File: src/rtl/bsh_pkg.sv
// Package with types and constants for the byte string hash unit
`timescale 1ns / 1ps

package bsh_pkg;

   localparam int LENGTH_BITS_DEFAULT = 24;
   localparam int LEN_PORT_BITS       = 24;
   localparam int HASH_BITS           = 32;

   localparam logic ACTION_START = 1'b0;
   localparam logic ACTION_WORD  = 1'b1;

   // Four-byte mixing round
   localparam logic [31:0] K_ROUND_MS    = 32'd509;
   localparam logic [31:0] K_ROUND_S0    = 32'd307;
   localparam logic [31:0] K_ROUND_S1    = 32'd1319;
   localparam logic [31:0] K_ROUND_LEN   = 32'd17;
   localparam logic [31:0] K_ROUND_LADD  = 32'd5;
   localparam logic [31:0] K_ROUND_MS2   = 32'd5309;
   localparam logic [31:0] K_ROUND_S2    = 32'd3313;
   localparam logic [31:0] K_ROUND_S3    = 32'd9337;
   localparam logic [31:0] K_ROUND_SADD  = 32'd517;

   // Tail chain
   localparam logic [31:0] K_TAIL0_MF    = 32'd7703;
   localparam logic [31:0] K_TAIL0_S     = 32'd503;
   localparam logic [31:0] K_TAIL1_MS    = 32'd7717;
   localparam logic [31:0] K_TAIL1_S     = 32'd509;
   localparam logic [31:0] K_TAIL2_MF    = 32'd9323;
   localparam logic [31:0] K_TAIL2_ADD   = 32'd11;
   localparam logic [31:0] K_TAIL2_S     = 32'd523;
   localparam logic [31:0] K_TAIL3_MS    = 32'd7727;
   localparam logic [31:0] K_TAIL3_ADD   = 32'd127;
   localparam logic [31:0] K_TAIL3_SADD  = 32'd313;
   localparam logic [31:0] K_TAIL3_S     = 32'd547;

   // Finish
   localparam logic [31:0] K_FIN_MF      = 32'd29311;
   localparam logic [31:0] K_FIN_MF_ADD  = 32'd59;
   localparam logic [31:0] K_FIN_MS      = 32'd7321;
   localparam logic [31:0] K_FIN_MS_ADD  = 32'd120501;
   localparam logic [31:0] K_FIN_LEN_MSK = 32'h00ff_ffff;
   localparam logic [31:0] K_FIN_LEN_ADD = 32'd11;

   typedef enum logic [3:0] {
      CMD_NONE,
      CMD_LOAD,
      CMD_CAPTURE,
      CMD_ROUND,
      CMD_TAIL0,
      CMD_TAIL1,
      CMD_TAIL2,
      CMD_TAIL3,
      CMD_FIN_MUL,
      CMD_FIN_OUT
   } cmd_type;

   typedef enum logic [2:0] {
      ST_IDLE,
      ST_ROUND,
      ST_TAIL0,
      ST_TAIL1,
      ST_TAIL2,
      ST_TAIL3,
      ST_FIN_MUL,
      ST_FIN_OUT
   } state_type;

   typedef struct packed {
      logic active;
      logic len_zero;
      logic rem_gt1;
      logic rem_gt2;
      logic rem_gt3;
      logic rem_gt4;
      logic out_free;
   } status_type;

   function automatic logic [31:0] sext8(input logic [7:0] b);
      sext8 = {{24{b[7]}}, b};
   endfunction

endpackage

File: src/rtl/bsh_datapath.sv
// Datapath of the byte string hash unit: hash state, mixing steps and result register
`timescale 1ns / 1ps

module bsh_datapath #(
   parameter int LENGTH_BITS = bsh_pkg::LENGTH_BITS_DEFAULT
) (
   input  logic                              clock,
   input  logic                              reset,
   input  bsh_pkg::cmd_type                  cmd,
   output bsh_pkg::status_type               status,
   input  logic [bsh_pkg::LEN_PORT_BITS-1:0] req_string_length,
   input  logic [7:0]                        req_byte_a,
   input  logic [7:0]                        req_byte_b,
   input  logic [7:0]                        req_byte_c,
   input  logic [7:0]                        req_byte_d,
   output logic                              rsp_valid,
   input  logic                              rsp_ready,
   output logic [bsh_pkg::HASH_BITS-1:0]     rsp_hash_value
);

   localparam int WIDE_BITS = (LENGTH_BITS > bsh_pkg::LEN_PORT_BITS) ?
                              LENGTH_BITS : bsh_pkg::LEN_PORT_BITS;
   localparam logic [LENGTH_BITS-1:0] REM_ONE   = LENGTH_BITS'(1);
   localparam logic [LENGTH_BITS-1:0] REM_TWO   = LENGTH_BITS'(2);
   localparam logic [LENGTH_BITS-1:0] REM_THREE = LENGTH_BITS'(3);
   localparam logic [LENGTH_BITS-1:0] REM_WORD  = LENGTH_BITS'(4);

   logic [31:0]            mix_first_ff,  mix_first_in;
   logic [31:0]            mix_second_ff, mix_second_in;
   logic [LENGTH_BITS-1:0] remaining_ff,  remaining_in;
   logic [LENGTH_BITS-1:0] total_ff,      total_in;
   logic                   active_ff,     active_in;
   logic [7:0]             byte_ff [4];
   logic [7:0]             byte_in [4];
   logic [31:0]            prod_first_ff,  prod_first_in;
   logic [31:0]            prod_second_ff, prod_second_in;
   logic [31:0]            hash_ff,        hash_in;
   logic                   rsp_valid_ff,   rsp_valid_in;

   logic [WIDE_BITS-1:0]   len_wide;
   logic [LENGTH_BITS-1:0] len_value;
   logic [31:0]            s0, s1, s2, s3;
   logic [31:0]            fin_mix;
   logic [31:0]            fin_fallback;
   logic                   out_free;

   assign len_wide  = WIDE_BITS'(req_string_length);
   assign len_value = len_wide[LENGTH_BITS-1:0];

   assign s0 = bsh_pkg::sext8(byte_ff[0]);
   assign s1 = bsh_pkg::sext8(byte_ff[1]);
   assign s2 = bsh_pkg::sext8(byte_ff[2]);
   assign s3 = bsh_pkg::sext8(byte_ff[3]);

   assign out_free = !rsp_valid_ff || rsp_ready;

   // Fall back to mix_first, then mix_second, then masked length plus 11 when the mix is zero
   assign fin_mix = (prod_first_ff + bsh_pkg::K_FIN_MF_ADD) ^
                    (prod_second_ff + bsh_pkg::K_FIN_MS_ADD);
   assign fin_fallback = (mix_first_ff != '0) ? mix_first_ff :
                         (mix_second_ff != '0) ? mix_second_ff :
                         ((32'(total_ff) & bsh_pkg::K_FIN_LEN_MSK) + bsh_pkg::K_FIN_LEN_ADD);

   always_comb begin
      mix_first_in   = mix_first_ff;
      mix_second_in  = mix_second_ff;
      remaining_in   = remaining_ff;
      total_in       = total_ff;
      active_in      = active_ff;
      byte_in        = byte_ff;
      prod_first_in  = prod_first_ff;
      prod_second_in = prod_second_ff;
      hash_in        = hash_ff;
      rsp_valid_in   = rsp_valid_ff && !rsp_ready;
      case (cmd)
         bsh_pkg::CMD_LOAD: begin
            mix_first_in  = '0;
            mix_second_in = 32'(len_value);
            remaining_in  = len_value;
            total_in      = len_value;
            active_in     = (len_value != '0);
         end
         bsh_pkg::CMD_CAPTURE: begin
            byte_in[0] = req_byte_a;
            byte_in[1] = req_byte_b;
            byte_in[2] = req_byte_c;
            byte_in[3] = req_byte_d;
         end
         bsh_pkg::CMD_ROUND: begin
            mix_first_in  = (mix_second_ff * bsh_pkg::K_ROUND_MS + s0 * bsh_pkg::K_ROUND_S0) ^
                            (s1 * bsh_pkg::K_ROUND_S1);
            mix_second_in = (32'(remaining_ff) * bsh_pkg::K_ROUND_LEN + bsh_pkg::K_ROUND_LADD +
                             mix_second_ff * bsh_pkg::K_ROUND_MS2) ^
                            (s2 * bsh_pkg::K_ROUND_S2 + s3 * bsh_pkg::K_ROUND_S3 +
                             bsh_pkg::K_ROUND_SADD);
            remaining_in  = remaining_ff - REM_WORD;
         end
         bsh_pkg::CMD_TAIL0: begin
            mix_first_in = (mix_first_ff * bsh_pkg::K_TAIL0_MF) ^ (s0 * bsh_pkg::K_TAIL0_S);
            active_in    = 1'b0;
         end
         bsh_pkg::CMD_TAIL1: begin
            mix_second_in = (mix_second_ff * bsh_pkg::K_TAIL1_MS) ^ (s1 * bsh_pkg::K_TAIL1_S);
         end
         bsh_pkg::CMD_TAIL2: begin
            mix_first_in = (mix_first_ff * bsh_pkg::K_TAIL2_MF) ^
                           (bsh_pkg::K_TAIL2_ADD + s2 * bsh_pkg::K_TAIL2_S);
         end
         bsh_pkg::CMD_TAIL3: begin
            mix_second_in = (mix_second_ff * bsh_pkg::K_TAIL3_MS + bsh_pkg::K_TAIL3_ADD) ^
                            (bsh_pkg::K_TAIL3_SADD + s3 * bsh_pkg::K_TAIL3_S);
         end
         bsh_pkg::CMD_FIN_MUL: begin
            prod_first_in  = mix_first_ff * bsh_pkg::K_FIN_MF;
            prod_second_in = mix_second_ff * bsh_pkg::K_FIN_MS;
            remaining_in   = '0;
         end
         bsh_pkg::CMD_FIN_OUT: begin
            hash_in      = (fin_mix != '0) ? fin_mix : fin_fallback;
            rsp_valid_in = 1'b1;
         end
         default: begin
         end
      endcase
   end

   always_ff @(posedge clock) begin
      if (reset) begin
         active_ff    <= 1'b0;
         rsp_valid_ff <= 1'b0;
      end else begin
         active_ff    <= active_in;
         rsp_valid_ff <= rsp_valid_in;
      end
   end

   always_ff @(posedge clock) begin
      mix_first_ff   <= mix_first_in;
      mix_second_ff  <= mix_second_in;
      remaining_ff   <= remaining_in;
      total_ff       <= total_in;
      byte_ff        <= byte_in;
      prod_first_ff  <= prod_first_in;
      prod_second_ff <= prod_second_in;
      hash_ff        <= hash_in;
   end

   always_comb begin
      status.active   = active_ff;
      status.len_zero = (len_value == '0);
      status.rem_gt1  = (remaining_ff > REM_ONE);
      status.rem_gt2  = (remaining_ff > REM_TWO);
      status.rem_gt3  = (remaining_ff > REM_THREE);
      status.rem_gt4  = (remaining_ff > REM_WORD);
      status.out_free = out_free;
   end

   assign rsp_valid      = rsp_valid_ff;
   assign rsp_hash_value = hash_ff;

endmodule

File: src/rtl/bsh_ctrl.sv
// Controller of the byte string hash unit: sequences load, round, tail and finish steps
`timescale 1ns / 1ps

module bsh_ctrl (
   input  logic                clock,
   input  logic                reset,
   input  logic                req_valid,
   output logic                req_ready,
   input  logic                req_action,
   input  bsh_pkg::status_type status,
   output bsh_pkg::cmd_type    cmd
);

   bsh_pkg::state_type state_ff, state_in;

   always_ff @(posedge clock) begin
      if (reset) begin
         state_ff <= bsh_pkg::ST_IDLE;
      end else begin
         state_ff <= state_in;
      end
   end

   always_comb begin
      state_in  = state_ff;
      cmd       = bsh_pkg::CMD_NONE;
      req_ready = (state_ff == bsh_pkg::ST_IDLE);
      case (state_ff)
         bsh_pkg::ST_IDLE: begin
            if (req_valid) begin
               if (req_action == bsh_pkg::ACTION_START) begin
                  cmd      = bsh_pkg::CMD_LOAD;
                  state_in = status.len_zero ? bsh_pkg::ST_FIN_MUL : bsh_pkg::ST_IDLE;
               end else if (status.active) begin
                  cmd      = bsh_pkg::CMD_CAPTURE;
                  state_in = status.rem_gt4 ? bsh_pkg::ST_ROUND : bsh_pkg::ST_TAIL0;
               end
               // drop a word that arrives with no string open
            end
         end
         bsh_pkg::ST_ROUND: begin
            cmd      = bsh_pkg::CMD_ROUND;
            state_in = bsh_pkg::ST_IDLE;
         end
         bsh_pkg::ST_TAIL0: begin
            cmd      = bsh_pkg::CMD_TAIL0;
            state_in = status.rem_gt1 ? bsh_pkg::ST_TAIL1 : bsh_pkg::ST_FIN_MUL;
         end
         bsh_pkg::ST_TAIL1: begin
            cmd      = bsh_pkg::CMD_TAIL1;
            state_in = status.rem_gt2 ? bsh_pkg::ST_TAIL2 : bsh_pkg::ST_FIN_MUL;
         end
         bsh_pkg::ST_TAIL2: begin
            cmd      = bsh_pkg::CMD_TAIL2;
            state_in = status.rem_gt3 ? bsh_pkg::ST_TAIL3 : bsh_pkg::ST_FIN_MUL;
         end
         bsh_pkg::ST_TAIL3: begin
            cmd      = bsh_pkg::CMD_TAIL3;
            state_in = bsh_pkg::ST_FIN_MUL;
         end
         bsh_pkg::ST_FIN_MUL: begin
            cmd      = bsh_pkg::CMD_FIN_MUL;
            state_in = bsh_pkg::ST_FIN_OUT;
         end
         bsh_pkg::ST_FIN_OUT: begin
            // hold until the result register is free
            if (status.out_free) begin
               cmd      = bsh_pkg::CMD_FIN_OUT;
               state_in = bsh_pkg::ST_IDLE;
            end
         end
         default: begin
            state_in = bsh_pkg::ST_IDLE;
         end
      endcase
   end

endmodule

File: src/rtl/byte_string_hash_unit.sv
// A start word loads the length; a zero-length start then runs the finish steps for its hash.
// A mid-string data word is accepted in idle and then runs the mixing round.
// The last data word runs 1 to 4 tail steps, then the finish steps FIN_MUL and FIN_OUT.
// A new word in a string waits until the single shared round step is done.
// A finished hash waits in an output register while the next word is taken.
// Reset (synchronous, active high) returns the controller to idle and drops any pending hash.
`timescale 1ns / 1ps

module byte_string_hash_unit #(
   parameter int LENGTH_BITS = bsh_pkg::LENGTH_BITS_DEFAULT
) (
   input  logic                              clock,
   input  logic                              reset,
   input  logic                              req_valid,
   output logic                              req_ready,
   input  logic                              req_action,
   input  logic [bsh_pkg::LEN_PORT_BITS-1:0] req_string_length,
   input  logic [7:0]                        req_byte_a,
   input  logic [7:0]                        req_byte_b,
   input  logic [7:0]                        req_byte_c,
   input  logic [7:0]                        req_byte_d,
   output logic                              rsp_valid,
   input  logic                              rsp_ready,
   output logic [bsh_pkg::HASH_BITS-1:0]     rsp_hash_value
);

   bsh_pkg::cmd_type    cmd;
   bsh_pkg::status_type status;

   bsh_ctrl u_ctrl (
      .clock      (clock),
      .reset      (reset),
      .req_valid  (req_valid),
      .req_ready  (req_ready),
      .req_action (req_action),
      .status     (status),
      .cmd        (cmd)
   );

   bsh_datapath #(
      .LENGTH_BITS (LENGTH_BITS)
   ) u_datapath (
      .clock             (clock),
      .reset             (reset),
      .cmd               (cmd),
      .status            (status),
      .req_string_length (req_string_length),
      .req_byte_a        (req_byte_a),
      .req_byte_b        (req_byte_b),
      .req_byte_c        (req_byte_c),
      .req_byte_d        (req_byte_d),
      .rsp_valid         (rsp_valid),
      .rsp_ready         (rsp_ready),
      .rsp_hash_value    (rsp_hash_value)
   );

endmodule

File: config.mk
export PLATFORM = sky130hd
export DESIGN_NAME = byte_string_hash_unit
export DESIGN_NICKNAME = d
export VERILOG_FILES = /design/src/rtl/bsh_pkg.sv /design/src/rtl/bsh_datapath.sv /design/src/rtl/bsh_ctrl.sv /design/src/rtl/byte_string_hash_unit.sv
export SDC_FILE = /design/constraint.sdc
export NUM_CORES = 2
export LEC_CHECK = 0
export BUFFER_PORTS_ARGS = -buffer_cell sky130_fd_sc_hd__buf_2
export CORE_MARGIN = 2
export CORE_UTILIZATION = 55
export CTS_CLUSTER_DIAMETER = 80
export DETAILED_ROUTE_END_ITERATION = 8
export GPL_TIMING_DRIVEN = 0
export PLACE_DENSITY = 0.71
export RECOVER_POWER = 100
export SYNTH_ARGS = -nofsm -noshare
export SYNTH_HDL_FRONTEND = slang
export SYNTH_SLANG_ARGS = --single-unit
export TNS_END_PERCENT = 20
File: constraint.sdc
create_clock -name clock -period 12 [get_ports clock]
set_input_delay 2.4 -clock clock [delete_from_list [all_inputs] [get_ports clock]]
set_output_delay 2.4 -clock clock [all_outputs]
set_load 0.02 [all_outputs]
== After elaboration in Yosys (flattened, before gate mapping) ==
Index checks and enable logic that the tools add are counted.

* Output and inout port bits: 34
* Word-level logic and storage cells: 111
* Flip-flop bits (word level): 245

* Reductions and logical operators: 15
* Bitwise logic cells: 7
* Multiply operators: 17
* Equality and inequality tests: 19
* Multiplexer cells: 23
* $add $sub $neg: 12
* $lt $le $gt $ge: 4

{| class="wikitable"
|+ Operators by type and width
! kind !! number
|-
| $pmux W32 S4 || 2
|-
| $xor A32 B32 Y32 || 7
|-
| $mul A32 B13 Y32 const B || 5
|-
| $add A32 B32 Y32 || 3
|-
| $mux W32 || 3
|-
| $reduce_bool A32 Y1 || 3
|-
| $pmux W24 S3 || 1
|-
| $mul A8 B10 Y18 const B || 3
|-
| $gt A24 B2 Y1 const B || 2
|-
| $mul A8 B11 Y19 const B || 2
|-
| $add A32 B10 Y32 const B || 1
|-
| $add A32 B17 Y32 const B || 1
|-
| $add A32 B6 Y32 const B || 1
|-
| $add A32 B7 Y32 const B || 1
|-
| $add A4 B32 Y32 const A || 1
|-
| $add A9 B32 Y32 const A || 1
|-
| $mul A32 B14 Y32 const B || 1
|-
| $mul A32 B15 Y32 const B || 1
|-
| $mul A32 B9 Y32 const B || 1
|-
| $pmux W4 S8 || 1
|-
| $add A29 B3 Y30 const B || 1
|-
| $mul A24 B5 Y29 const B || 1
|-
| $add A24 B4 Y25 const B || 1
|-
| $gt A24 B1 Y1 const B || 1
|-
| other kinds (31) || 52
|}

== Longest topological paths before layout ==
* Depth in word-level cells: 6
* Gate-level depth with buffers: 31
* Gate-level depth less buffers: 31

== By module ==
From an unflattened synthesis, not the netlist that was laid out.

* Cells, all modules: 6,978
* Area total of the unflattened synthesis: 68,470.7 sq um

{| class="wikitable"
|+ By module, submodules not included
! module !! seq. area each (sq um) !! cells an instance !! instances !! area an instance (sq um)
|-
| bsh_datapath || 7,247.0 || 6,936 || 1 || 68,170.4
|-
| bsh_ctrl || 60.1 || 42 || 1 || 300.3
|}

== Worst setup path after synthesis ==
Ideal clock, no wire load.

* Path kind: register to register
* Start: register u_datapath.byte_ff[31] in the netlist's numbering
* End: register u_datapath.mix_first_ff[31] (data pin)
* Slack: 3,972 ps
* Buffers on the path: 0
* Stages on the path, launching flop included: 28
* Arrival time: 7,754 ps
* Clock period less this slack: 8,028 ps
* Data required time: 11,726 ps
* Path through: edfxtp_1 -> fa_1 -> inv_1 -> fa_1 -> inv_1 -> ha_1 -> inv_1 -> fa_1 -> inv_1 -> ha_1 -> or3_1 -> a311o_1 -> a31o_1 -> a21oi_1 -> nor2b_1 -> xor2_1 -> fa_1 -> ha_1 -> a21o_1 -> a21o_1 -> a21oi_1 -> nor2_1 -> a21oi_1 -> o31ai_1 -> o41a_1 -> a31oi_1 -> xor2_1 -> o221ai_1

* Cells in the longest elaborated chain, start to end: 4
* Elaborated cells between the ends (all ways): 6
* Those cells by class: add/sub: 1; mul: 2; mux: 1; bitwise: 2

{| class="wikitable"
|+ Ends and longest elaborated chain
! element !! RTL line !! text
|-
| start: declaration || bsh_datapath.sv:33 || <nowiki>logic [7:0] byte_ff [4];</nowiki>
|-
| start signal: assignment || bsh_datapath.sv:142 || <nowiki>byte_ff <= byte_in;</nowiki>
|-
| $mul A8 B10 Y18 || bsh_datapath.sv:90 || <nowiki>mix_first_in = (mix_second_ff * bsh_pkg::K_ROUND_MS + s0 * bsh_pkg::K_ROUND_S0) ^</nowiki>
|-
| $add A32 B32 Y32 || bsh_datapath.sv:90 ||
|-
| $xor A32 B32 Y32 || bsh_datapath.sv:90 ||
|-
| $pmux W32 S4 (*) || bsh_datapath.sv:75 || <nowiki>case (cmd)</nowiki>
|-
| named net u_datapath.mix_first_in[31] || bsh_datapath.sv:28 || <nowiki>logic [31:0] mix_first_ff, mix_first_in;</nowiki>
|-
| end signal: assignment || bsh_datapath.sv:138 || <nowiki>mix_first_ff <= mix_first_in;</nowiki>
|-
| end: declaration || bsh_datapath.sv:28 ||
|}

The timed path passes the listed nets; every way through them passes the cells marked *.
A chain may end at the register's enable or synchronous reset.

== Worst setup path after layout ==
* Start: register u_datapath.byte_ff[29] in the netlist's numbering
* End: register u_datapath.mix_first_ff[31] (data pin)

The elaborated chain is that of the path after synthesis.

==> impl_metrics.env <==
export IMPL_status="finished, violations left"
export IMPL_violations="capacitance limit, slew limit"
export IMPL_finalHoldViolCount=0
export IMPL_setup_ws_ns=1.82
export IMPL_rr_worst_depth=30
export IMPL_cts_path_max_buffers=3
export IMPL_hold_start="u_datapath.active_ff$_SDFFE_PP0P_"
export IMPL_fin_crit_ns=10.18
export IMPL_setup_viol=0
export IMPL_timing_critical_path_required_ns=12.33
export IMPL_slew_viol_final=136
export IMPL_clock_sinks=245
export IMPL_postCtsHoldBufs=0
export IMPL_vias=52221
export IMPL_syn_num_nets=9620
export IMPL_clk_latency_ns=0.65
export IMPL_num_fill_cells=11050
export IMPL_ys_ff_latch=245
export IMPL_overflow=0
export IMPL_crit_path_max_incr_delay_ns=0.74
export IMPL_synth_edff_count=240
export IMPL_drtPass1Iterations=6
export IMPL_tightest_slew_ns=4.12
export IMPL_post_cts_resize_count=0
export IMPL_grt_pass1_vias=54909
export IMPL_route_detailed_drc=0
export IMPL_syn_to_final_growth_pct=5.65
export IMPL_io_pins=95
export IMPL_fin_util_pct=58.8
export IMPL_initial_core_util_pct=55.6
export IMPL_post_cts_buffers=0
export IMPL_synth_most_common_cell="inv_1"
export IMPL_path_delay_family="compound AO/OA/AOI/OAI gates"
export IMPL_grt_pass1_wl_mm=333
export IMPL_top_layer_used="met5"
export IMPL_drt_iter0_markers=3609
export IMPL_numCtsBuffers=39
export IMPL_drtAntennaViolNets=0
export IMPL_rsz0062_at_grt="no"
export IMPL_hp_class="flop to flop"
export IMPL_cts_htree_levels=2
export IMPL_slew_headroom_pct=-174
export IMPL_cts_root_buf="clkbuf_16"
export IMPL_die_h_microns=361
export IMPL_synth_common_cells="inv_1 (1,748), ha_1 (1,200), fa_1 (1,071), xnor2_1 (574), a21oi_1 (333)"
export IMPL_synth_top_area_share_pct=30.6
export IMPL_regToRegSetupSlack_ns=1.82
export IMPL_antenna_found_initial=5
export IMPL_synth_seq_area_share_pct=10.4
export IMPL_clk_pin_slew_ns=0.06
export IMPL_grt_max_degree=66
export IMPL_routedWlPerCell_microns=24.0
export IMPL_r2r_end="u_datapath.mix_first_ff[31]$_DFFE_PP_"
export IMPL_cts_tree="done"
export IMPL_synth_area_per_cell_sq_um=9.62
export IMPL_avgViaCountPerCell=5.73
export IMPL_place_ws_ns=1.98
export IMPL_path_class="flop to flop"
export IMPL_critPathArrivalTime_ns=10.51
export IMPL_final_nets=9765
export IMPL_dp_hpwl_mm=188
export IMPL_synth_cell_types=93
export IMPL_crit_fanout=7
export IMPL_worstReg2RegStart="u_datapath.byte_ff[29]$_DFFE_PN_"
export IMPL_maxCapViolations=4
export IMPL_syn_inst=7288
export IMPL_skew_ns=0.0254
export IMPL_whs_endpoint="u_datapath.active_ff$_SDFFE_PP0P_"
export IMPL_yosys_warnings=0
export IMPL_gp_congestion=1.01
export IMPL_final_setup_tns_ns=0
export IMPL_async_reset_ff_share_pct=0
export IMPL_die_w_microns=361
export IMPL_worstHoldPathCells=2
export IMPL_wl_met3_mm=15.6
export IMPL_start_kind="flop"
export IMPL_coreArea_sq_mm=0.126
export IMPL_wl_met2_mm=103
export IMPL_wirelength_mm=218
export IMPL_endpoint_kind="flop"
export IMPL_fmax_mhz=98.2
export IMPL_design_die_area_sq_mm=0.130
export IMPL_finalCritPeriodShare_pct=84.8
export IMPL_critical_path_buf_inv_count=3
export IMPL_grt_usage_pct=34.2
export IMPL_rows=130
export IMPL_crit_slowest_cell="a211oi_1"
export IMPL_synth_ff_type="edfxtp_1"
export IMPL_port_buffers=94
export IMPL_synth_area_top_cells="fa_1 (31%), ha_1 (21%), edfxtp_1 (10%)"
export IMPL_drive_gt1_share_pct=2.14
export IMPL_wl_met1_mm=88.0
export IMPL_synth_area_leader_cell="fa_1"
export IMPL_synth_area_sq_mm=0.0701
-- worst register-to-register path, delay by kind of cell, from the launching register on --
kind | cells | cell delay (ns)
AOI/OAI and AO/OA | 14 | 3.79
xor gates and xnor gates | 1 | 0.48
adders and majority gates | 7 | 3.07
buffers and inverters | 3 | 0.29
DFF | 1 | 0.73
and+or+nand+nor | 5 | 1.51
-- cell families (layout without fill, tap and decap cells) --
| kind of cell | Yosys count | after routing | synth area share, % |
|---|---|---|---|
| other cells | 0 | 7 | 0 |
| simple gates | 1011 | 1011 | 7.14 |
| mux | 15 | 15 | 0.216 |
| xor+xnor | 763 | 763 | 9.69 |
| compound gates | 1158 | 1158 | 10.7 |
| flops | 245 | 245 | 10.4 |
| buf+inv | 1825 | 2000 | 9.81 |
| fa+ha+maj | 2271 | 2271 | 52.0 |
-- placed cells by master (no fill, tap or decap), types with 134 or more instances in the layout --
cell / synthesis / layout
fa_1: 1071 / 1071
ha_1: 1200 / 1200
a21oi_1: 333 / 333
inv_1: 1748 / 1747
xnor2_1: 574 / 574
o21ai_0: 222 / 234
clkbuf_1: 66 / 134
edfxtp_1: 240 / 240
xor2_1: 181 / 180
nor2_1: 232 / 232
nand2_1: 268 / 268
-- state kept, by name (all words and copies together) (netlist names) --
signal / count
u_datapath.byte_ff: 32
u_datapath.mix_first_ff: 32
u_datapath.mix_second_ff: 32
u_datapath.prod_first_ff: 32
u_datapath.prod_second_ff: 32
u_datapath.rsp_hash_value: 32
u_datapath.remaining_ff: 24
u_datapath.total_ff: 24
u_ctrl.state_ff: 3
u_datapath.active_ff: 1
u_datapath.rsp_valid: 1
-- through the flow --
step	cells	hold slack [ns]	area, sq um
3_3_place_gp	9032	0.516	72600
4_1_cts	9111	0.577	74200
6_report	9120	0.581	74100
5_1_grt	9113	0.637	74100
3_5_place_dp	9040	0.566	72800
2_1_floorplan	7288	0.498	70100
-- final cells by class --
type / count / area (sq um) / share of cell area [%]
Antenna cell: 7 / 17.5 / 0.0236
Buffer: 76 / 312 / 0.421
Clock buffer: 43 / 991 / 1.34
Clock inverter: 28 / 337 / 0.454
Inverter: 1749 / 6570 / 8.87
Multi-Input combinational cell: 5218 / 56000 / 75.6
Sequential cell: 245 / 7310 / 9.87
Tap cell: 1650 / 2060 / 2.79
Timing Repair Buffer: 104 / 513 / 0.693
-- worst max-delay path by stage --
| stage | cells past startpoint | slack, ns | endpoint | start |
|---|---|---|---|---|
| 2_1_floorplan | 27 | 3.97 | u_datapath.mix_first_ff[31]$_DFFE_PP_ | u_datapath.byte_ff[31]$_DFFE_PN_ |
| 3_3_place_gp | 27 | 1.13 | u_datapath.mix_first_ff[31]$_DFFE_PP_ | u_datapath.byte_ff[31]$_DFFE_PN_ |
| 3_5_place_dp | 30 | 1.98 | u_datapath.mix_first_ff[31]$_DFFE_PP_ | u_datapath.byte_ff[29]$_DFFE_PN_ |
| 4_1_cts | 30 | 1.95 | u_datapath.mix_first_ff[31]$_DFFE_PP_ | u_datapath.byte_ff[30]$_DFFE_PN_ |
| 5_1_grt | 30 | 1.42 | u_datapath.mix_first_ff[31]$_DFFE_PP_ | u_datapath.byte_ff[29]$_DFFE_PN_ |
| 6_report | 30 | 1.82 | u_datapath.mix_first_ff[31]$_DFFE_PP_ | u_datapath.byte_ff[29]$_DFFE_PN_ |
-- metal layers --
metal | vias up | GRT usage (%)
li1 | 24046 | -
met1 | 26027 | 43.5
met2 | 1715 | 57.0
met3 | 431 | 5.78
met4 | 2 | 15.6
met5 | - | 0
Power is not shown: default switching activity piles up to over one toggle a cycle in this logic, so the estimate is an artifact.
